--- config.mk ---
export PLATFORM = sky130hd
export DESIGN_NAME = adler32_checksum_update
export DESIGN_NICKNAME = d
export VERILOG_FILES = /design/src/rtl/adler32_pkg.sv /design/src/rtl/adler32_checksum_update.sv /design/src/rtl/adler32_lane.sv /design/src/rtl/adler32_fold.sv
export VERILOG_INCLUDE_DIRS = /design/src /design/src/rtl
export SDC_FILE = /design/constraint.sdc
export NUM_CORES = 1
export LEC_CHECK = 0
export ABC_AREA = 1
export BUFFER_PORTS_ARGS = -buffer_cell sky130_fd_sc_hd__buf_2
export CAP_MARGIN = 20
export CORE_ASPECT_RATIO = 1.75
export CORE_MARGIN = 4
export CORE_UTILIZATION = 41
export DETAILED_ROUTE_END_ITERATION = 8
export RECOVER_POWER = 100
export SLEW_MARGIN = 10
export SYNTH_ARGS = -nofsm -noshare
export SYNTH_HDL_FRONTEND = slang
export SYNTH_SLANG_ARGS = --single-unit
--- constraint.sdc ---
create_clock -name i_clk -period 11.7 [get_ports i_clk]
set_clock_uncertainty 0.1 [all_clocks]
set_input_delay 1.17 -clock i_clk [delete_from_list [all_inputs] [get_ports i_clk]]
set_output_delay 1.17 -clock i_clk [all_outputs]
set_load 0.02 [all_outputs]
--- src/rtl/adler32_checksum_update_macros.svh ---
// Assertion macros for the adler32 RTL.
`ifndef ADLER32_CHECKSUM_UPDATE_MACROS_SVH
`define ADLER32_CHECKSUM_UPDATE_MACROS_SVH

// Clocked check, masked while reset is asserted.
`define ADLER32_ASSERT(label, clk, rst_n, prop, msg) \
    label: assert property (@(posedge clk) disable iff (!rst_n) prop) else $error(msg);

// Clocked check that also holds through reset.
`define ADLER32_ASSERT_ALWAYS(label, clk, prop, msg) \
    label: assert property (@(posedge clk) prop) else $error(msg);

`endif

--- src/rtl/adler32_pkg.sv ---
// Package: Adler-32 constants, widths and transaction types.
`default_nettype none

package adler32_pkg;

    localparam int LANES    = 8;
    localparam int BYTE_W   = 8;
    localparam int DATA_W   = 64;
    localparam int CNT_W    = 4;
    localparam int SUM_W    = 16;
    localparam int BYTE_MAX = 255;

    localparam logic [SUM_W:0]   ADLER_MOD = 17'd65521;
    // 2^16 mod 65521
    localparam int               FOLD      = 15;
    localparam logic [CNT_W-1:0] LANES_CNT = CNT_W'(LANES);

    // plain byte sum and weighted byte sum over one beat
    localparam int S_W  = $clog2(BYTE_MAX * LANES + 1);
    localparam int LW_W = $clog2(BYTE_MAX * LANES + 1);
    localparam int W_W  = $clog2(BYTE_MAX * LANES * (LANES + 1) / 2 + 1);
    // unreduced weighted-sum update: B + n*A + W
    localparam int T_W  = $clog2(65520 * (LANES + 1) + BYTE_MAX * LANES * (LANES + 1) / 2 + 1);

    typedef struct packed {
        logic [DATA_W-1:0] data_bytes;
        logic [CNT_W-1:0]  byte_count;
        logic              clear;
    } t_in_item;

    typedef struct packed {
        logic [SUM_W-1:0]   sum_a;
        logic [SUM_W-1:0]   sum_b;
        logic [2*SUM_W-1:0] checksum;
    } t_out_item;

    typedef struct packed {
        logic [BYTE_W-1:0] byte_m;
        logic [LW_W-1:0]   wprod;
    } t_lane_out;

    typedef struct packed {
        logic             clear;
        logic [CNT_W-1:0] n;
        logic [S_W-1:0]   s;
        logic [W_W-1:0]   w;
    } t_stage1;

endpackage

`default_nettype wire

--- src/rtl/adler32_checksum_update.sv ---
// Top level: Adler-32 running checksum, eight byte lanes per transaction.
//
// Usage
//   Input channel  (i_in_valid / o_in_ready / i_in_item): one transaction
//   carries up to eight bytes, first byte in bits 7:0, with byte_count valid
//   bytes taken from the low end (counts above eight act as eight). clear
//   restarts the checksum at A = 1, B = 0 and ignores the data.
//   Output channel (o_out_valid / i_out_ready / o_out_item): exactly one
//   transaction per input transaction, in order, carrying the reduced sums
//   and the packed checksum {B, A}.
//   Path: an accepted input is registered in stage 1; the A/B update then
//   writes the sum registers, which present the result (a held output stalls it).
//   Throughput: one transaction per cycle while the receiver keeps up, set by
//   the A/B update loop in adler32_fold (multiply by count, add, fold, one subtract).
//   Reset: synchronous, active low; sums return to A = 1, B = 0, both
//   pipeline stages empty.
//   Stall: the output sums are the state registers themselves and freeze
//   while the receiver holds off; the lane stage still takes one more
//   transaction, then o_in_ready drops until the result is taken.
`default_nettype none

module adler32_checksum_update (
    input  logic                   i_clk,
    input  logic                   i_rst_n,
    input  logic                   i_in_valid,
    output logic                   o_in_ready,
    input  adler32_pkg::t_in_item  i_in_item,
    output logic                   o_out_valid,
    input  logic                   i_out_ready,
    output adler32_pkg::t_out_item o_out_item
);
    import adler32_pkg::*;

    t_lane_out        lanes [LANES];
    logic [CNT_W-1:0] count_sat;
    t_stage1          s1_next;
    t_stage1          r_s1;
    logic             r_s1_vld, n_s1_vld;
    logic             r_out_vld, n_out_vld;
    logic             upd_en;
    logic             in_take;
    logic [SUM_W-1:0] sum_a, sum_b;

    // clamp over-long counts to the lane count
    assign count_sat = (i_in_item.byte_count > LANES_CNT) ? LANES_CNT
                                                          : i_in_item.byte_count;

    // byte lanes
    for (genvar g = 0; g < LANES; g++) begin : g_lane
        adler32_lane u_lane (
            .i_byte     (i_in_item.data_bytes[g*BYTE_W +: BYTE_W]),
            .i_lane_idx (CNT_W'(g)),
            .i_count    (count_sat),
            .o_lane     (lanes[g])
        );
    end

    // merge: plain and weighted byte sums across lanes
    always_comb begin
        s1_next.clear = i_in_item.clear;
        s1_next.n     = i_in_item.clear ? '0 : count_sat;
        s1_next.s     = '0;
        s1_next.w     = '0;
        for (int k = 0; k < LANES; k++) begin
            s1_next.s = s1_next.s + S_W'(lanes[k].byte_m);
            s1_next.w = s1_next.w + W_W'(lanes[k].wprod);
        end
    end

    // handshake: update sums when stage 1 holds work and the output slot is free
    assign upd_en     = r_s1_vld && (!r_out_vld || i_out_ready);
    assign o_in_ready = !r_s1_vld || upd_en;
    assign in_take    = i_in_valid && o_in_ready;

    always_comb begin
        n_s1_vld  = in_take ? 1'b1 : (upd_en ? 1'b0 : r_s1_vld);
        n_out_vld = upd_en ? 1'b1 : (i_out_ready ? 1'b0 : r_out_vld);
    end

    always_ff @(posedge i_clk) begin
        if (!i_rst_n) begin
            r_s1_vld  <= 1'b0;
            r_out_vld <= 1'b0;
        end else begin
            r_s1_vld  <= n_s1_vld;
            r_out_vld <= n_out_vld;
        end
    end

    // stage 1 payload, no reset needed
    always_ff @(posedge i_clk) begin
        if (in_take) begin
            r_s1 <= s1_next;
        end
    end

    // A/B state; doubles as the output register
    adler32_fold u_fold (
        .i_clk   (i_clk),
        .i_rst_n (i_rst_n),
        .i_en    (upd_en),
        .i_s1    (r_s1),
        .o_sum_a (sum_a),
        .o_sum_b (sum_b)
    );

    assign o_out_valid         = r_out_vld;
    assign o_out_item.sum_a    = sum_a;
    assign o_out_item.sum_b    = sum_b;
    assign o_out_item.checksum = {sum_b, sum_a};

endmodule

`default_nettype wire

--- src/rtl/adler32_lane.sv ---
// One byte lane: masks the byte and weights it by its distance from the beat end.
`default_nettype none

module adler32_lane (
    input  logic [adler32_pkg::BYTE_W-1:0] i_byte,
    input  logic [adler32_pkg::CNT_W-1:0]  i_lane_idx,
    input  logic [adler32_pkg::CNT_W-1:0]  i_count,
    output adler32_pkg::t_lane_out         o_lane
);
    import adler32_pkg::*;

    logic             lane_on;
    logic [CNT_W-1:0] weight;

    always_comb begin
        lane_on       = (i_lane_idx < i_count);
        weight        = lane_on ? (i_count - i_lane_idx) : '0;
        o_lane.byte_m = lane_on ? i_byte : '0;
        o_lane.wprod  = LW_W'(LW_W'(i_byte) * LW_W'(weight));
    end

endmodule

`default_nettype wire

--- src/rtl/adler32_fold.sv ---
// Running sums A and B with the modulo-65521 update.
`default_nettype none

module adler32_fold (
    input  logic                          i_clk,
    input  logic                          i_rst_n,
    input  logic                          i_en,
    input  adler32_pkg::t_stage1          i_s1,
    output logic [adler32_pkg::SUM_W-1:0] o_sum_a,
    output logic [adler32_pkg::SUM_W-1:0] o_sum_b
);
    import adler32_pkg::*;
    `include "adler32_checksum_update_macros.svh"

    localparam int P_W = SUM_W + CNT_W;

    logic [SUM_W-1:0] r_sum_a, r_sum_b;
    logic [SUM_W-1:0] n_sum_a, n_sum_b;
    logic [SUM_W:0]   a_raw, a_red, b_fold, b_red;
    logic [P_W-1:0]   na_prod;
    logic [T_W-1:0]   b_raw;

    always_comb begin
        a_raw   = {1'b0, r_sum_a} + (SUM_W+1)'(i_s1.s);
        a_red   = (a_raw >= ADLER_MOD) ? (a_raw - ADLER_MOD) : a_raw;
        // B gains n copies of the old A plus the lane-weighted bytes
        na_prod = P_W'(i_s1.n) * P_W'(r_sum_a);
        b_raw   = T_W'(r_sum_b) + T_W'(na_prod) + T_W'(i_s1.w);
        // 2^16 == 15 (mod 65521): fold the top bits back in, then one subtract
        b_fold  = (SUM_W+1)'(b_raw[T_W-1:SUM_W]) * (SUM_W+1)'(FOLD)
                + {1'b0, b_raw[SUM_W-1:0]};
        b_red   = (b_fold >= ADLER_MOD) ? (b_fold - ADLER_MOD) : b_fold;
        if (i_s1.clear) begin
            n_sum_a = SUM_W'(1);
            n_sum_b = '0;
        end else begin
            n_sum_a = a_red[SUM_W-1:0];
            n_sum_b = b_red[SUM_W-1:0];
        end
    end

    always_ff @(posedge i_clk) begin
        if (!i_rst_n) begin
            r_sum_a <= SUM_W'(1);
            r_sum_b <= '0;
        end else if (i_en) begin
            r_sum_a <= n_sum_a;
            r_sum_b <= n_sum_b;
        end
    end

    assign o_sum_a = r_sum_a;
    assign o_sum_b = r_sum_b;

    `ADLER32_ASSERT(a_reduced, i_clk, i_rst_n, ({1'b0, r_sum_a} < ADLER_MOD), "sum A out of range")
    `ADLER32_ASSERT(b_reduced, i_clk, i_rst_n, ({1'b0, r_sum_b} < ADLER_MOD), "sum B out of range")
    `ADLER32_ASSERT(clear_restarts, i_clk, i_rst_n, i_en && i_s1.clear |=> (r_sum_a == SUM_W'(1)) && (r_sum_b == '0), "clear did not restart sums")
    `ADLER32_ASSERT(hold_when_idle, i_clk, i_rst_n, !i_en |=> $stable(r_sum_a) && $stable(r_sum_b), "sums moved without an update")

endmodule

`default_nettype wire
Word-level counts from Yosys, hierarchy flattened
Cells that the tools add are included.
{ "classes": {"addsub": 27, "mul": 10, "n_lt_le_gt_ge": 11, "muxes": 25, "n_reduce_logical": 8} }
{ "ops": {"columns": ["op", "count"], "rows": [
  ["$mul A8 B4 Y11", 8],
  ["$mux W16", 4],
  ["$mux W8", 8],
  ["$add A14 B11 Y14", 4],
  ["$add A11 B8 Y11", 4],
  ["$mux W4", 9],
  ["$ge A17 B16 Y1 const B", 2],
  ["$sub A16 B16 Y16 const B", 2],
  ["$add A16 B20 Y20", 1],
  ["$add A20 B14 Y20", 1],
  ["$mul A4 B16 Y20", 1],
  ["$add A16 B11 Y17", 1],
  ["$add A8 B16 Y17", 1],
  ["$lt A3 B4 Y1 const A", 4],
  ["$sub A4 B3 Y4 const B", 4],
  ["$add A13 B11 Y14", 1],
  ["$add A12 B11 Y13", 1],
  ["$add A11 B11 Y12", 1],
  ["$add A10 B8 Y11", 1],
  ["$add A9 B8 Y10", 1],
  ["$add A8 B8 Y9", 1],
  ["$lt A1 B4 Y1 const A", 2],
  ["$lt A2 B4 Y1 const A", 2],
  ["$mul A4 B4 Y8 const B", 1],
  ["8 further kinds", 16]
]} }
{ "word_totals": {"regBits": 64, "in_bits": 73, "out_inout_bits": 66, "wordCells": 89} }

Logic depth before layout (Yosys ltp)
{ "depth": {"word_depth": 12, "mapped_depth": 53, "mapped_depth_nobuf": 50} }

Modules after synthesis
From an unflattened synthesis, not the netlist that was laid out.
{ "hier_totals": {"cells_unflattened": 2940, "hier_area_um2": 20732.4} }
{ "modules_own_cells": {"columns": ["mod", "instances", "cells_per_inst", "area_each_um2"], "rows": [
  ["adler32_fold", 1, 1035, 6601.3],
  ["adler32_lane (g_lane[3].u_lane ...)", 5, 167, 1111.1],
  ["adler32_checksum_update", 1, 563, 5208.7],
  ["adler32_lane (g_lane[0].u_lane ...)", 3, 169, 1122.3]
]} }

Worst setup path after synthesis
OpenSTA, ideal clock, no wires.
{ "synth_path": {"path_kind": "input -> register", "startpoint": "input port i_in_item[4] (netlist bit)", "endpoint": "register r_s1[12] (netlist bit), data pin", "setup_ns": 0.265, "t_arrival_ns": 8.933, "t_required_ns": 11.335, "slack_ns": 2.402, "cell_stages": 31, "path_cell_list": "clkbuf_1 clkbuf_1 nor2_1 clkinv_1 ha_1 o21ai_1 inv_1 nor2_1 nand2_1 fa_1 fa_1 fa_1 o21ai_0 a21oi_1 o21ai_0 xnor2_1 inv_1 fa_1 inv_1 fa_1 inv_1 fa_1 fa_1 ha_1 inv_1 nor2_1 nor2_1 inv_1 a21oi_1 o21ai_0 xor2_1"} }
{ "synth_lines": {"columns": ["element", "line", "source"], "rows": [
  ["start, declared", "adler32_checksum_update.sv:27", "input adler32_pkg::t_in_item i_in_item,"],
  ["end signal, assigned", "adler32_checksum_update.sv:93", "r_s1 <= s1_next;"],
  ["end, declared", "adler32_checksum_update.sv:37", "t_stage1 r_s1;"]
]} }

==> results.md <==
- Worst slew pin tran: approximately 1300 ps
- H-tree Lvls: 3
- Initial Utilization: between 40 and 50%
- Clock Tree Buf Depth: 2
- Synth Area in Simple Gates: 19.7%
- Bufs and invs on worst path: 6
- Worst skew pair latency: 350 ps
- Die height: 286 um
- Synth Cell Area: between 0.015 and 0.02 sq mm
- Setup TNS: 0 ps
- Max Freq: approximately 95 MHz
- # rows: roughly 100
- Hold Fails Final Rpt: 0
- Number of synthesized flops with an enable pin: 30
- Area Growth Syn to Fin: 7.14%
- Pleak: about 11 nW
- Ys async rst share: 0%
- Final Max Tran Viols: 0
- Horiz. Die Dim: between 150 and 200 um
- Max-cap violations: 0
- # clock sinks: 64
- Antenna violations before repair: 0
- Worst hold path class: flop to flop
- Period utilisation layout: between 90% and 100%
- Ys Warns: 0
- First-pass GRT wire length: ~87000 um
- Status: complete, no violations
- Port buffer count: ~140
- Starting DRC count in detailed routing: 716
- Postcts setup bufs: 0
- Drc violations: 0
- CTS buffer count: 9
- Clock root buffer: clkbuf_16
- Top cells by count, synth: inv_1 (608), nand2_1 (514), fa_1 (274), ha_1 (209), nor2_1 (188)
- Vias in the first global route: 16400
- CTS tree: done
- CP startpoint kind: primary input
- CTS resizes: 0
- Multiplexer share of the synthesized area: 0%
- Unrepaired setup endpoints after global routing: false
- Die area: roughly 0.048 sq mm
- Antenna Cells: 0
- Slowest CP cell: nor2_1
- Crit-path max FO: 15
- Routed Wire Length: roughly 56000 um
- # IOs: about 140
- Most common cell on crit path: fa_1
- Final GP Congestion: between 1 and 1.5
- Mapped Avg Cell Area: approximately 7.5 sq um
- Xor-xnor portion of the synthesized cell area: between 6 and 7%
- Post-route antenna net violation count: 0
- Synth top area cells: fa_1 (30%), ha_1 (14%), inv_1 (13%), nand2_1 (11%), edfxtp_1 (5.0%)
- Slew Limit Headroom: between 10% and 20%
- Worst EP required: roughly 12000 ps
- Final min period: approximately 11000 ps
- Post-Synth Adder-Cell Area: 44.8%
- Cell Pwr Density: ~350 mW/mm^2
- Area share of the largest cell type after synthesis: 30.4%
- CP Capture Type: flop
- Final HPWL DP: around 50000 um
- Hold Buf Count CTS: 0
- Hold Slack: around 400 ps
- Largest net degree at the start of global routing: 35
- Crit-path max cell delay: 870 ps
- All-layer global routing usage: 23.6%
- Area leader, netlist: fa_1
- Post-layout net count: 3057
- Drt first pass iters: 5
- Ys flop type: dfxtp_1
- Core area: between 0.04 and 0.05 sq mm
- Critical path class: primary input to flop
- Total grt overflow: 0
- Crit path DAT: around 11000 ps
- Routed vias/inst: 4.95
- Layout cells sized above 1: under 10%
- Via count: approximately 15000
- Cell count after synthesis: 2400
- Setup violation total in the final timing report: 0
- Average wire per standard cell: between 15 and 20 um
- Total power: between 6 and 7 mW
- Post-synthesis sequential area ratio: 8.75%
- Count leader, synth: inv_1
- Yosys reg bits: 64
- Distinct cells, synth: 44
- Peak VDD IR: about 0.57 mV
- Main combinational cell family by area after synthesis: adder cells
- Largest delay share family, worst path: adder cells
- Clk slew on worst S/H paths: roughly 60 ps
- Compound-gate portion of the synthesized area: under 10%
[through the flow]
step / instance area (sq um) / util [%] / setup slack [ps] / cells
floorplan: 18100 / - / 2400 / 2412
global placement: 19200 / 44.1 / 1220 / 3053
detailed placement: 19200 / 44.2 / 1130 / 3055
CTS: 19600 / 45.0 / 1460 / 3071
global route: 19400 / 44.5 / 589 / 3072
finish: 19400 / 44.5 / 1160 / 3072
[final timing paths]
path,from,end,slack (ps),cells after the start
worst max-delay path,i_in_item[4],r_s1[13]$_DFFE_PP_,1160,29
worst min-delay path,u_fold.o_sum_b[12]$_SDFFE_PN0P_,u_fold.o_sum_b[12]$_SDFFE_PN0P_,400,2
worst max register to register,r_s1[26]$_SDFFCE_PP0P_,u_fold.o_sum_b[12]$_SDFFE_PN0P_,1560,46
worst min register to register,u_fold.o_sum_b[12]$_SDFFE_PN0P_,u_fold.o_sum_b[12]$_SDFFE_PN0P_,400,2
[cell usage in the layout, fill, tap and decap left out, types with 42 or more instances in the layout]
master,Yosys,final
xor2_1,79,79
clkbuf_1,31,72
buf_2,4,69
fa_1,274,274
nor2_1,188,189
inv_1,608,608
nand3_1,88,91
nand2_1,514,516
ha_1,209,209
a21oi_1,122,124
xnor2_1,42,42
[routing by layer]
layer,vias to the layer above,share of wire (%),global-route usage (%)
met1,7348,33,22.4
met4,0,8.6,16.3
li1,7322,-,-
met2,400,55,47.2
met5,-,0,0
met3,145,3.0,1.63
[report_power, final]
group	internal (mW)	switching, mW
registers	0.607	0.0564
clock network	0.185	0.112
logic	2.37	3.48
total	3.16	3.65
[logic make-up (layout without fill, tap and decap cells)]
family / count (synthesis) / after routing
AOI/OAI and AO/OA: 183 / 183
xor gates and xnor gates: 123 / 123
adders and majority gates: 483 / 483
buffers and inverters: 688 / 782
DFF: 64 / 64
other: 2 / 14
and+or+nand+nor: 857 / 857
[flip-flops by register name, summed over array words and instances, names as in the netlist]
name            count
u_fold.o_sum_b     16
u_fold.o_sum_a     16
o_out_valid         1
r_s1               30
r_s1_vld            1
[tightest hold or removal path, stage by stage (launching register included)]
cell and delay [ps]:
dfxtp_1 330, nand2_1 70, a21oi_1 50
[area by class of cell]
cell class / count / area [sq um]
clock buffers: 12 / 300
clock inverters: 4 / 35.0
fillers: 4578 / 24100
inverters: 619 / 2320
multi-input cells: 1660 / 13800
flip-flops and latches: 64 / 1580
well taps: 566 / 708
repair buffers: 147 / 661
Power figures use the tool's default switching activity.
